$ cat src/design/ipc_pkg.sv
package ipc_pkg;

    // field widths
    localparam int ACTION_W    = 3;
    localparam int SOIL_W      = 10;
    localparam int TIME_W      = 32;
    localparam int EVENT_W     = 3;
    localparam int THRESH_W    = 7;
    localparam int CFG_DATA_W  = 32;
    localparam int CFG_INDEX_W = 2;

    // action codes
    localparam logic [ACTION_W-1:0] ACT_EVALUATE    = 3'd0;
    localparam logic [ACTION_W-1:0] ACT_PUMP_ON     = 3'd1;
    localparam logic [ACTION_W-1:0] ACT_PUMP_OFF    = 3'd2;
    localparam logic [ACTION_W-1:0] ACT_MODE_AUTO   = 3'd3;
    localparam logic [ACTION_W-1:0] ACT_MODE_MANUAL = 3'd4;

    // event codes
    localparam logic [EVENT_W-1:0] EV_NONE         = 3'd0;
    localparam logic [EVENT_W-1:0] EV_MANUAL_START = 3'd1;
    localparam logic [EVENT_W-1:0] EV_STOP_CMD     = 3'd2;
    localparam logic [EVENT_W-1:0] EV_AUTO_START   = 3'd3;
    localparam logic [EVENT_W-1:0] EV_SOIL_OK_STOP = 3'd4;
    localparam logic [EVENT_W-1:0] EV_TIMEOUT_STOP = 3'd5;

    // register indexes
    localparam logic [CFG_INDEX_W-1:0] REG_SOIL_THRESHOLD = 2'd0;
    localparam logic [CFG_INDEX_W-1:0] REG_MAX_PUMP_MS    = 2'd1;
    localparam logic [CFG_INDEX_W-1:0] REG_WARN_INTERVAL  = 2'd2;

    // register reset values and threshold limits
    localparam logic [THRESH_W-1:0] THRESH_RESET = 7'd30;
    localparam logic [THRESH_W-1:0] THRESH_MIN   = 7'd10;
    localparam logic [THRESH_W-1:0] THRESH_MAX   = 7'd80;
    localparam logic [TIME_W-1:0]   MAX_PUMP_RESET      = 32'd45000;
    localparam logic [TIME_W-1:0]   WARN_INTERVAL_RESET = 32'd30000;

    // hysteresis band and dry margin, in tenths of a percent
    localparam int SOIL_OK_BAND = 80;
    localparam int DRY_MARGIN   = 50;

    typedef struct packed {
        logic [THRESH_W-1:0] soil_threshold;
        logic [TIME_W-1:0]   max_pump_ms;
        logic [TIME_W-1:0]   warn_interval_ms;
    } cfg_t;

    typedef struct packed {
        logic [ACTION_W-1:0] action;
        logic [SOIL_W-1:0]   soil_tenths;
        logic [TIME_W-1:0]   now_ms;
    } item_t;

    typedef struct packed {
        logic               pump_running;
        logic               auto_active;
        logic [EVENT_W-1:0] event_code;
        logic               dry_warning;
        logic               status_changed;
    } result_t;

endpackage

$ cat src/design/ipc_cfg.sv
module ipc_cfg (
    input  logic                             aclk,
    input  logic                             aresetn,
    input  logic                             cfg_wr_en,
    input  logic [ipc_pkg::CFG_INDEX_W-1:0]  cfg_index,
    input  logic [ipc_pkg::CFG_DATA_W-1:0]   cfg_wdata,
    output ipc_pkg::cfg_t                    cfg
);
    import ipc_pkg::*;

    cfg_t                cfg_reg;
    cfg_t                cfg_next;
    logic [THRESH_W-1:0] thresh_wr;

    // threshold writes outside the legal band are dropped
    assign thresh_wr = cfg_wdata[THRESH_W-1:0];

    always_comb begin
        cfg_next = cfg_reg;
        if (cfg_wr_en) begin
            unique case (cfg_index)
                REG_SOIL_THRESHOLD: begin
                    if (thresh_wr >= THRESH_MIN && thresh_wr <= THRESH_MAX) begin
                        cfg_next.soil_threshold = thresh_wr;
                    end
                end
                REG_MAX_PUMP_MS:   cfg_next.max_pump_ms      = cfg_wdata[TIME_W-1:0];
                REG_WARN_INTERVAL: cfg_next.warn_interval_ms = cfg_wdata[TIME_W-1:0];
                default: ;
            endcase
        end
    end

    always_ff @(posedge aclk) begin
        if (!aresetn) begin
            cfg_reg.soil_threshold   <= THRESH_RESET;
            cfg_reg.max_pump_ms      <= MAX_PUMP_RESET;
            cfg_reg.warn_interval_ms <= WARN_INTERVAL_RESET;
        end else begin
            cfg_reg <= cfg_next;
        end
    end

    assign cfg = cfg_reg;

endmodule

$ cat src/design/ipc_core.sv
module ipc_core (
    input  logic             aclk,
    input  logic             aresetn,
    input  logic             advance,
    input  ipc_pkg::item_t   item,
    input  ipc_pkg::cfg_t    cfg,
    output ipc_pkg::result_t result
);
    import ipc_pkg::*;

    localparam int TH_W = 11;   // threshold times ten, up to 1270
    localparam int SUM_W = 12;

    logic              pump_reg;
    logic              pump_next;
    logic              auto_reg;
    logic              auto_next;
    logic [TIME_W-1:0] start_reg;
    logic [TIME_W-1:0] start_next;
    logic [TIME_W-1:0] warn_reg;
    logic [TIME_W-1:0] warn_next;

    logic [TH_W-1:0]   th;
    logic [TIME_W-1:0] run_time;
    logic [TIME_W-1:0] warn_age;
    logic              below_th;
    logic              soil_ok;
    logic              timed_out;
    logic              dry;
    logic [EVENT_W-1:0] event_code;
    logic              warn;
    logic              changed;

    // threshold scaled to tenths: th*8 + th*2
    assign th = {1'b0, cfg.soil_threshold, 3'b000}
              + {3'b000, cfg.soil_threshold, 1'b0};

    // compares on moisture and wrapping time differences
    assign run_time  = item.now_ms - start_reg;
    assign warn_age  = item.now_ms - warn_reg;
    assign below_th  = {1'b0, item.soil_tenths} < th;
    assign soil_ok   = {2'b00, item.soil_tenths} >= ({1'b0, th} + SUM_W'(SOIL_OK_BAND));
    assign timed_out = run_time > cfg.max_pump_ms;
    assign dry       = ({2'b00, item.soil_tenths} + SUM_W'(DRY_MARGIN)) < {1'b0, th};

    // per-action decision
    always_comb begin
        pump_next  = pump_reg;
        auto_next  = auto_reg;
        start_next = start_reg;
        warn_next  = warn_reg;
        event_code = EV_NONE;
        warn       = 1'b0;
        changed    = 1'b0;
        case (item.action)
            ACT_EVALUATE: begin
                if (auto_reg) begin
                    if (!pump_reg && below_th) begin
                        pump_next  = 1'b1;
                        start_next = item.now_ms;
                        event_code = EV_AUTO_START;
                        changed    = 1'b1;
                    end else if (pump_reg && (timed_out || soil_ok)) begin
                        pump_next  = 1'b0;
                        event_code = soil_ok ? EV_SOIL_OK_STOP : EV_TIMEOUT_STOP;
                        changed    = 1'b1;
                    end
                end
                // dry warning looks at the pump state before this tick
                if (!pump_reg && dry && (warn_age > cfg.warn_interval_ms)) begin
                    warn      = 1'b1;
                    warn_next = item.now_ms;
                end
            end
            ACT_PUMP_ON: begin
                if (!auto_reg) begin
                    pump_next  = 1'b1;
                    start_next = item.now_ms;
                    event_code = EV_MANUAL_START;
                    changed    = 1'b1;
                end
            end
            ACT_PUMP_OFF: begin
                pump_next  = 1'b0;
                event_code = EV_STOP_CMD;
                changed    = 1'b1;
            end
            ACT_MODE_AUTO: begin
                auto_next = 1'b1;
                changed   = 1'b1;
            end
            ACT_MODE_MANUAL: begin
                auto_next = 1'b0;
            end
            default: ;
        endcase
    end

    // controller state, updated as each item leaves the input register
    always_ff @(posedge aclk) begin
        if (!aresetn) begin
            pump_reg  <= 1'b0;
            auto_reg  <= 1'b1;
            start_reg <= '0;
            warn_reg  <= '0;
        end else if (advance) begin
            pump_reg  <= pump_next;
            auto_reg  <= auto_next;
            start_reg <= start_next;
            warn_reg  <= warn_next;
        end
    end

    assign result.pump_running   = pump_next;
    assign result.auto_active    = auto_next;
    assign result.event_code     = event_code;
    assign result.dry_warning    = warn;
    assign result.status_changed = changed;

endmodule

$ cat src/design/irrigation_pump_controller.sv
// channel   | valid   | ready   | payload
// ----------+---------+---------+-----------------------------------------------
// input     | s_valid | s_ready | s_action, s_soil_tenths, s_now_ms
// result    | m_valid | m_ready | m_pump_running, m_auto_active, m_event_code,
//           |         |         | m_dry_warning, m_status_changed
// config    | cfg_wr_en (no ready) | cfg_index, cfg_wdata
//
// one item per cycle sustained while m_ready stays high; an item is registered in the
// input register, then in the result register; the controller state updates as the item
// moves between the two, so the next item can follow immediately
// reset (synchronous, active low) puts the pump off, auto mode, both timestamps at 0
// and the registers at their defaults; no clearing pass
// a stalled result holds the result register; the input register keeps taking one
// more item, then s_ready drops until the result moves
module irrigation_pump_controller (
    input  logic                              aclk,
    input  logic                              aresetn,
    input  logic                              s_valid,
    output logic                              s_ready,
    input  logic [ipc_pkg::ACTION_W-1:0]      s_action,
    input  logic [ipc_pkg::SOIL_W-1:0]        s_soil_tenths,
    input  logic [ipc_pkg::TIME_W-1:0]        s_now_ms,
    output logic                              m_valid,
    input  logic                              m_ready,
    output logic                              m_pump_running,
    output logic                              m_auto_active,
    output logic [ipc_pkg::EVENT_W-1:0]       m_event_code,
    output logic                              m_dry_warning,
    output logic                              m_status_changed,
    input  logic                              cfg_wr_en,
    input  logic [ipc_pkg::CFG_INDEX_W-1:0]   cfg_index,
    input  logic [ipc_pkg::CFG_DATA_W-1:0]    cfg_wdata
);
    import ipc_pkg::*;

    cfg_t    cfg;
    item_t   item_reg;
    logic    in_valid_reg;
    result_t res;
    result_t res_reg;
    logic    out_valid_reg;
    logic    advance;
    logic    s_xfer;

    // an item moves on when the result register is free or draining
    assign advance = in_valid_reg && (!out_valid_reg || m_ready);
    assign s_ready = !in_valid_reg || advance;
    assign s_xfer  = s_valid && s_ready;

    ipc_cfg u_cfg (
        .aclk      (aclk),
        .aresetn   (aresetn),
        .cfg_wr_en (cfg_wr_en),
        .cfg_index (cfg_index),
        .cfg_wdata (cfg_wdata),
        .cfg       (cfg)
    );

    ipc_core u_core (
        .aclk    (aclk),
        .aresetn (aresetn),
        .advance (advance),
        .item    (item_reg),
        .cfg     (cfg),
        .result  (res)
    );

    // input register
    always_ff @(posedge aclk) begin
        if (!aresetn) begin
            in_valid_reg <= 1'b0;
        end else if (s_ready) begin
            in_valid_reg <= s_valid;
        end
    end

    always_ff @(posedge aclk) begin
        if (s_xfer) begin
            item_reg.action      <= s_action;
            item_reg.soil_tenths <= s_soil_tenths;
            item_reg.now_ms      <= s_now_ms;
        end
    end

    // result register
    always_ff @(posedge aclk) begin
        if (!aresetn) begin
            out_valid_reg <= 1'b0;
        end else if (advance) begin
            out_valid_reg <= 1'b1;
        end else if (m_ready) begin
            out_valid_reg <= 1'b0;
        end
    end

    always_ff @(posedge aclk) begin
        if (advance) begin
            res_reg <= res;
        end
    end

    assign m_valid          = out_valid_reg;
    assign m_pump_running   = res_reg.pump_running;
    assign m_auto_active    = res_reg.auto_active;
    assign m_event_code     = res_reg.event_code;
    assign m_dry_warning    = res_reg.dry_warning;
    assign m_status_changed = res_reg.status_changed;

endmodule

$ cat config.mk
export PLATFORM = sky130hd
export DESIGN_NAME = irrigation_pump_controller
export DESIGN_NICKNAME = d
export VERILOG_FILES = /design/src/design/ipc_pkg.sv /design/src/design/ipc_cfg.sv /design/src/design/ipc_core.sv /design/src/design/irrigation_pump_controller.sv
export SDC_FILE = /design/constraint.sdc
export NUM_CORES = 1
export LEC_CHECK = 0
export BUFFER_PORTS_ARGS = -buffer_cell sky130_fd_sc_hd__buf_4
export CAP_MARGIN = 30
export CELL_PAD_IN_SITES_DETAIL_PLACEMENT = 1
export CELL_PAD_IN_SITES_GLOBAL_PLACEMENT = 2
export CORE_MARGIN = 2
export CORE_UTILIZATION = 41
export DETAILED_ROUTE_END_ITERATION = 12
export GPL_TIMING_DRIVEN = 1
export PLACE_DENSITY_LB_ADDON = 0.1
export SYNTH_ARGS = -nofsm -noshare
export SYNTH_HDL_FRONTEND = slang
export SYNTH_SLANG_ARGS = --single-unit
$ cat constraint.sdc
create_clock -name aclk -period 8.1 [get_ports aclk]
set_clock_uncertainty 0.05 [all_clocks]
set_input_delay 0.405 -clock aclk [delete_from_list [all_inputs] [get_ports aclk]]
set_output_delay 0.405 -clock aclk [all_outputs]
set_load 0.005 [all_outputs]
==> Yosys cells after proc, flatten, opt, wreduce, memory -nomap -nowiden <==
Index checks and enable logic that the tools add are counted.
{ "word_totals": {"register_bits": 191, "inputBits": 84, "out_inout_bits": 9, "elab_cells": 85} }
{ "op_classes": {"add_sub_neg": 5, "n_lt_le_gt_ge": 7, "eq_ne": 9, "mux": 24, "n_reduce_logical": 23} }
{ "ops": {"columns": ["op", "count"], "rows": [
  ["32-bit two-way mux", 3],
  ["32-bit > comparator", 2],
  ["32-bit one-hot mux with 2 select lines", 1],
  ["32-bit subtractor", 2],
  ["1-bit two-way mux", 13],
  ["11-bit by 7-bit adder with 12-bit output (second input constant)", 1],
  ["10-bit by 12-bit >= comparator with 1-bit output", 1],
  ["12-bit by 11-bit less-than comparator with 1-bit output", 1],
  ["10-bit by 6-bit adder with 11-bit output (second input constant)", 1],
  ["10-bit by 8-bit adder with 11-bit output", 1],
  ["10-bit by 11-bit less-than comparator with 1-bit output", 1],
  ["3-bit two-way mux", 3],
  ["3-bit one-hot mux with 3 select lines", 1],
  ["7-bit by 4-bit >= comparator with 1-bit output (second input constant)", 1],
  ["7-bit <= comparator (second input constant)", 1],
  ["1-bit logical AND", 7],
  ["3-bit by 2-bit == test with 1-bit output (second input constant)", 2],
  ["1-bit one-hot mux with 3 select lines", 2],
  ["3-bit AND reduction", 2],
  ["5-bit AND reduction", 1],
  ["2-bit by 1-bit != test with 1-bit output (second input constant)", 2],
  ["2-bit AND reduction", 2],
  ["2-bit nonzero test", 2],
  ["3-bit by 1-bit == test with 1-bit output (second input constant)", 1],
  ["10 further kinds", 14]
]} }

==> Logic depth before layout (Yosys ltp) <==
{ "depth": {"ltp_word": 9, "ltp_mapped": 23, "mapped_depth_nobuf": 23} }

==> By module <==
A second synthesis with hierarchy kept.
{ "unflattened": {"cells_unflattened": 1520, "hier_area_um2": 13116.3} }
{ "by_module_without_submodules": {"columns": ["mod", "n_inst", "cells_each", "area_each_um2", "seq_area_each_um2"], "rows": [
  ["ipc_core", 1, 1141, 8780.9, 1321.3],
  ["ipc_cfg", 1, 318, 2670.1, 1421.4],
  ["irrigation_pump_controller", 1, 61, 1665.3, 1601.5]
]} }

==> Worst setup path before layout <==
No wires, ideal clock.
{ "synth_timing": {"path_type": "register to register", "startpoint": "register item_reg[0] in the netlist's numbering", "endpoint": "register u_core.warn_reg[10]", "setup_ns": 0.072, "t_arrival_ns": 4.386, "required_time_ns": 7.978, "path_slack_ns": 3.592, "path_stages_with_launch": 22, "n_path_buf": 1, "period_less_slack_ns": 4.508, "cell_sequence": "edfxtp_1 -> inv_1 -> ha_1 -> inv_1 -> fa_1 -> a211oi_1 -> o21a_1 -> nor4_2 -> o31ai_2 -> o31ai_2 -> nand4_1 -> nand3b_1 -> a21oi_1 -> xnor2_1 -> ha_1 -> and3_1 -> nand4_1 -> nor4_1 -> a21oi_4 -> nor3_4 -> buf_8 -> mux2i_1"} }
{ "synth_via": {"elab_chain_cells": 4} }
{ "synth_lines": {"columns": ["item", "line", "rtl"], "rows": [
  ["from (decl)", "irrigation_pump_controller.sv:37", "item_t item_reg;"],
  ["32-bit subtractor", "ipc_core.sv:40", "assign warn_age = item.now_ms - warn_reg;"],
  ["32-bit > comparator", "ipc_core.sv:70", "if (!pump_reg && dry && (warn_age > cfg.warn_interval_ms)) begin"],
  ["1-bit logical AND", "ipc_core.sv:70", null],
  ["3-bit AND reduction (no source line)", null, null],
  ["to (signal assigned)", "ipc_core.sv:110", "warn_reg <= warn_next;"],
  ["to (decl)", "ipc_core.sv:20", "logic [TIME_W-1:0] warn_reg;"]
]} }
No other way between the ends.
A chain may end at the register's enable or synchronous reset.

==> Worst setup path in the final report <==
{ "layout_timing": {"startpoint": "register item_reg[0] in the netlist's numbering", "endpoint": "register u_core.warn_reg[21]"} }
The elaborated chain is that of the path after synthesis.

==> results.sh <==
export IMPL_min_from="s_now_ms[13]"
export IMPL_hold_end="item_reg[13]"
export IMPL_synth_seq_cells=191
export IMPL_tightest_slew_ns=0.978
export IMPL_clk_latency_ns=0.47
export IMPL_cts_repair_resized=0
export IMPL_worstSetupStartpoint="item_reg[0]"
export IMPL_fillers=3636
export IMPL_finalInstanceArea_sq_um=14400
export IMPL_hold_path_class="in -> reg"
export IMPL_cts_hold_buffers_added=0
export IMPL_yosys_area_share_simple_pct=15.9
export IMPL_ctsHtreeMaxLevel=4
export IMPL_finalHoldViolCount=0
export IMPL_r2r_start="item_reg[0]"
export IMPL_fin_nets=1774
export IMPL_grt_setup_unrepaired="no"
export IMPL_synth_xor_area_share_pct=5.02
export IMPL_die_w_um=180
export IMPL_synthAdderAreaFrac_pct=16.0
export IMPL_max_freq_mhz=169
export IMPL_cts_sinks=191
export IMPL_synth_edf_count=52
export IMPL_clock_path_buffers=2
export IMPL_routed_via_density=5.25
export IMPL_synth_area_mux_share_pct=5.50
export IMPL_grt_pass1_wl_mm=56.5
export IMPL_r2r_end="u_core.warn_reg[21]"
export IMPL_root_buffer="clkbuf_16"
export IMPL_drc_errors=0
export IMPL_grt_max_degree=62
export IMPL_io_pins=93
export IMPL_power_density_nw_per_um2=168
export IMPL_avgRoutedWirePerCell_um=17.8
export IMPL_wl_met1_mm=16.9
export IMPL_largest_reg_flops=71
export IMPL_gp_congestion=0.829
export IMPL_routed_wl_mm=34.5
export IMPL_maxSlewHeadroom_pct=34.6
export IMPL_syn_nets=1699
export IMPL_cts_made_buffers=17
export IMPL_yosys_area_top_type="dfxtp_1"
export IMPL_initial_core_util_pct=41.6
export IMPL_antenna_diode_count=0
export IMPL_hold_path_depth=1
export IMPL_syn_cell_area_sq_um=12700
export IMPL_cp_start_kind="flop"
export IMPL_num_rows=64
export IMPL_synth_area_leaders="dfxtp_1 (22%), ha_1 (16%), edfxtp_1 (12%)"
export IMPL_vdd_drop_max_mv=0.146
export IMPL_grt_use_total_pct=21.8
export IMPL_antenna_found_initial=2
export IMPL_grt_pass1_vias=10600
export IMPL_finalPower_uw=2430
export IMPL_drv_cap=0
export IMPL_path_clk_slew_ns=0.08
export IMPL_die_area_sq_um=32500
export IMPL_port_buffers=92
export IMPL_syn_to_final_growth_pct=13.0
export IMPL_end_kind="flop"
export IMPL_period_share_pct=73.3
export IMPL_topRoutingLayerUsed="met4"
export IMPL_cp_data_arrival_time_ns=6.27
export IMPL_dp_hpwl_mm=26.6
export IMPL_path_class="reg -> reg"
export IMPL_core_sq_um=30600
export IMPL_syn_avg_cell_area_sq_um=8.76
export IMPL_ys_seq_area_share_pct=34.1
export IMPL_setup_tns_ns=0
export IMPL_p_leak_uw=0.00563
export IMPL_drt_first_pass_iters=5
export IMPL_synth_compound_area_share_pct=17.1
export IMPL_yosys_warnings=0
export IMPL_synth_top_flop_cell="dfxtp_1"
export IMPL_vias=10200
export IMPL_rrSetupSlack_ns=2.17
export IMPL_yosysUniqueCellTypes=68
export IMPL_gr_total_overflow=0
export IMPL_synth_async_reset_ratio_pct=0
export IMPL_cp_required_ns=8.43
export IMPL_setup_viol=0
export IMPL_crit_fanout=19
export IMPL_status="finished clean"
export IMPL_netlist_instances=1454
export IMPL_place_area_sq_um=13800
export IMPL_post_cts_buffers=0
export IMPL_synth_top_area_share_pct=21.8
export IMPL_synth_top_family_by_area="compound AO/OA/AOI/OAI gates"
export IMPL_dr_wl_met3_um=930
export IMPL_drt_iter0_drc=370
export IMPL_r2r_cells=21
export IMPL_drive_gt1_share_pct=10.1
export IMPL_cts_tree="yes"
export IMPL_met2_length_mm=16.2
export IMPL_drv_slew=0
export IMPL_detail_route_antenna_nets=0
export IMPL_period_needed_ns=5.93
export IMPL_fp_dieH_um=180
cell usage in the layout, fill, tap and decap left out, types with 5 or more instances in the layout:
| master | n |
|---|---|
| o21bai_1 | 5 |
| nand4_1 | 20 |
| nand3_1 | 14 |
| nor2b_1 | 52 |
| nor2_1 | 51 |
| o21ai_0 | 41 |
| and3_1 | 8 |
| xnor2_1 | 43 |
| buf_4 | 98 |
| o21a_1 | 23 |
| xor2_1 | 30 |
| nand2b_1 | 5 |
| nor4_1 | 8 |
| edfxtp_1 | 52 |
| a21oi_1 | 78 |
| a21boi_0 | 50 |
| a211oi_1 | 11 |
| nand2_1 | 238 |
| inv_1 | 158 |
| clkbuf_16 | 18 |
| o211ai_1 | 24 |
| dfxtp_1 | 139 |
| ha_1 | 158 |
| a21o_1 | 40 |
| nor3_1 | 12 |
| mux2i_1 | 70 |
critical path, cell delays in order, from the launching register on:
cell and delay (ns):
edfxtp_1 0.42, inv_1 0.11, ha_1 0.19, inv_1 0.07
fa_1 0.42, a211oi_1 0.30, o21a_1 0.23, nor4_2 0.08
o31ai_2 0.40, o31ai_2 0.19, nand4_1 0.12, nand3b_1 0.07
a21oi_1 0.18, xnor2_1 0.09, ha_1 0.29, and3_1 0.18
nand4_1 0.16, nor4_1 0.62, a21oi_4 0.13, nor3_4 0.81
buf_4 0.49, mux2i_1 0.24
report_power, final:
group | total (uW) | internal [uW] | leakage, uW | switching [uW]
Sequential | 1040 | 1010 | 0.00163 | 28.9
Clock | 858 | 454 | 0.000277 | 404
Combinational | 523 | 232 | 0.00373 | 291
Total | 2430 | 1700 | 0.00563 | 724
metrics by stage:
| step | utilization, % | setup slack [ns] | hold slack (ns) | cells |
|---|---|---|---|---|
| after floorplan | - | 3.59 | 0.385 | 1454 |
| after global placement | 45.0 | 2.37 | 0.391 | 1901 |
| after detailed placement | 45.1 | 2.16 | 0.400 | 1903 |
| after CTS | 47.0 | 2.09 | 0.0385 | 1935 |
| after global routing | 47.1 | 1.62 | 0.0368 | 1938 |
| final | 47.1 | 2.17 | 0.0607 | 1938 |
logic make-up (layout without fill, tap and decap cells):
logic type               Yosys count  after routing
AO/OA/AOI/OAI                    318            318
XOR/XNOR                          73             73
adder cells (fa/ha/maj)          161            161
buffers and inverters            205            293
flip-flops                       191            191
multiplexers                      70             70
AND/OR/NAND/NOR                  436            436
how the worst max path moves through the flow:
stage / to / slack, ns
after CTS: u_core.warn_reg[21] / 2.09
final: u_core.warn_reg[21] / 2.17
after floorplan: u_core.warn_reg[10] / 3.59
after global routing: u_core.warn_reg[23] / 1.62
after global placement: u_core.warn_reg[16] / 2.37
after detailed placement: u_core.warn_reg[13] / 2.16
cells in the mapped netlist, drive strengths merged (43+ instances only):
library cell / instances
a21boi: 50
a21oi: 79
dfxtp: 139
edfxtp: 52
ha: 158
inv: 158
mux2i: 70
nand2: 239
nor2: 51
nor2b: 52
o21ai: 44
xnor2: 43
area by class of cell:
cell class / instances / area [sq um] / share of cell area, %
multi-input combinational: 1058 / 7590 / 52.7
sequential: 191 / 4340 / 30.2
timing repair buffer: 103 / 803 / 5.58
inverter: 158 / 593 / 4.12
tap: 396 / 495 / 3.44
clock buffer: 22 / 475 / 3.30
clock inverter: 10 / 100 / 0.695
per-layer routing:
metal	vias up	global-route usage, %
li1	5155	-
met1	4892	29.1
met2	106	36.9
met3	29	3.64
met4	0	5.29
met5	-	0
No activity file was read; power rests on OpenSTA's default activity.
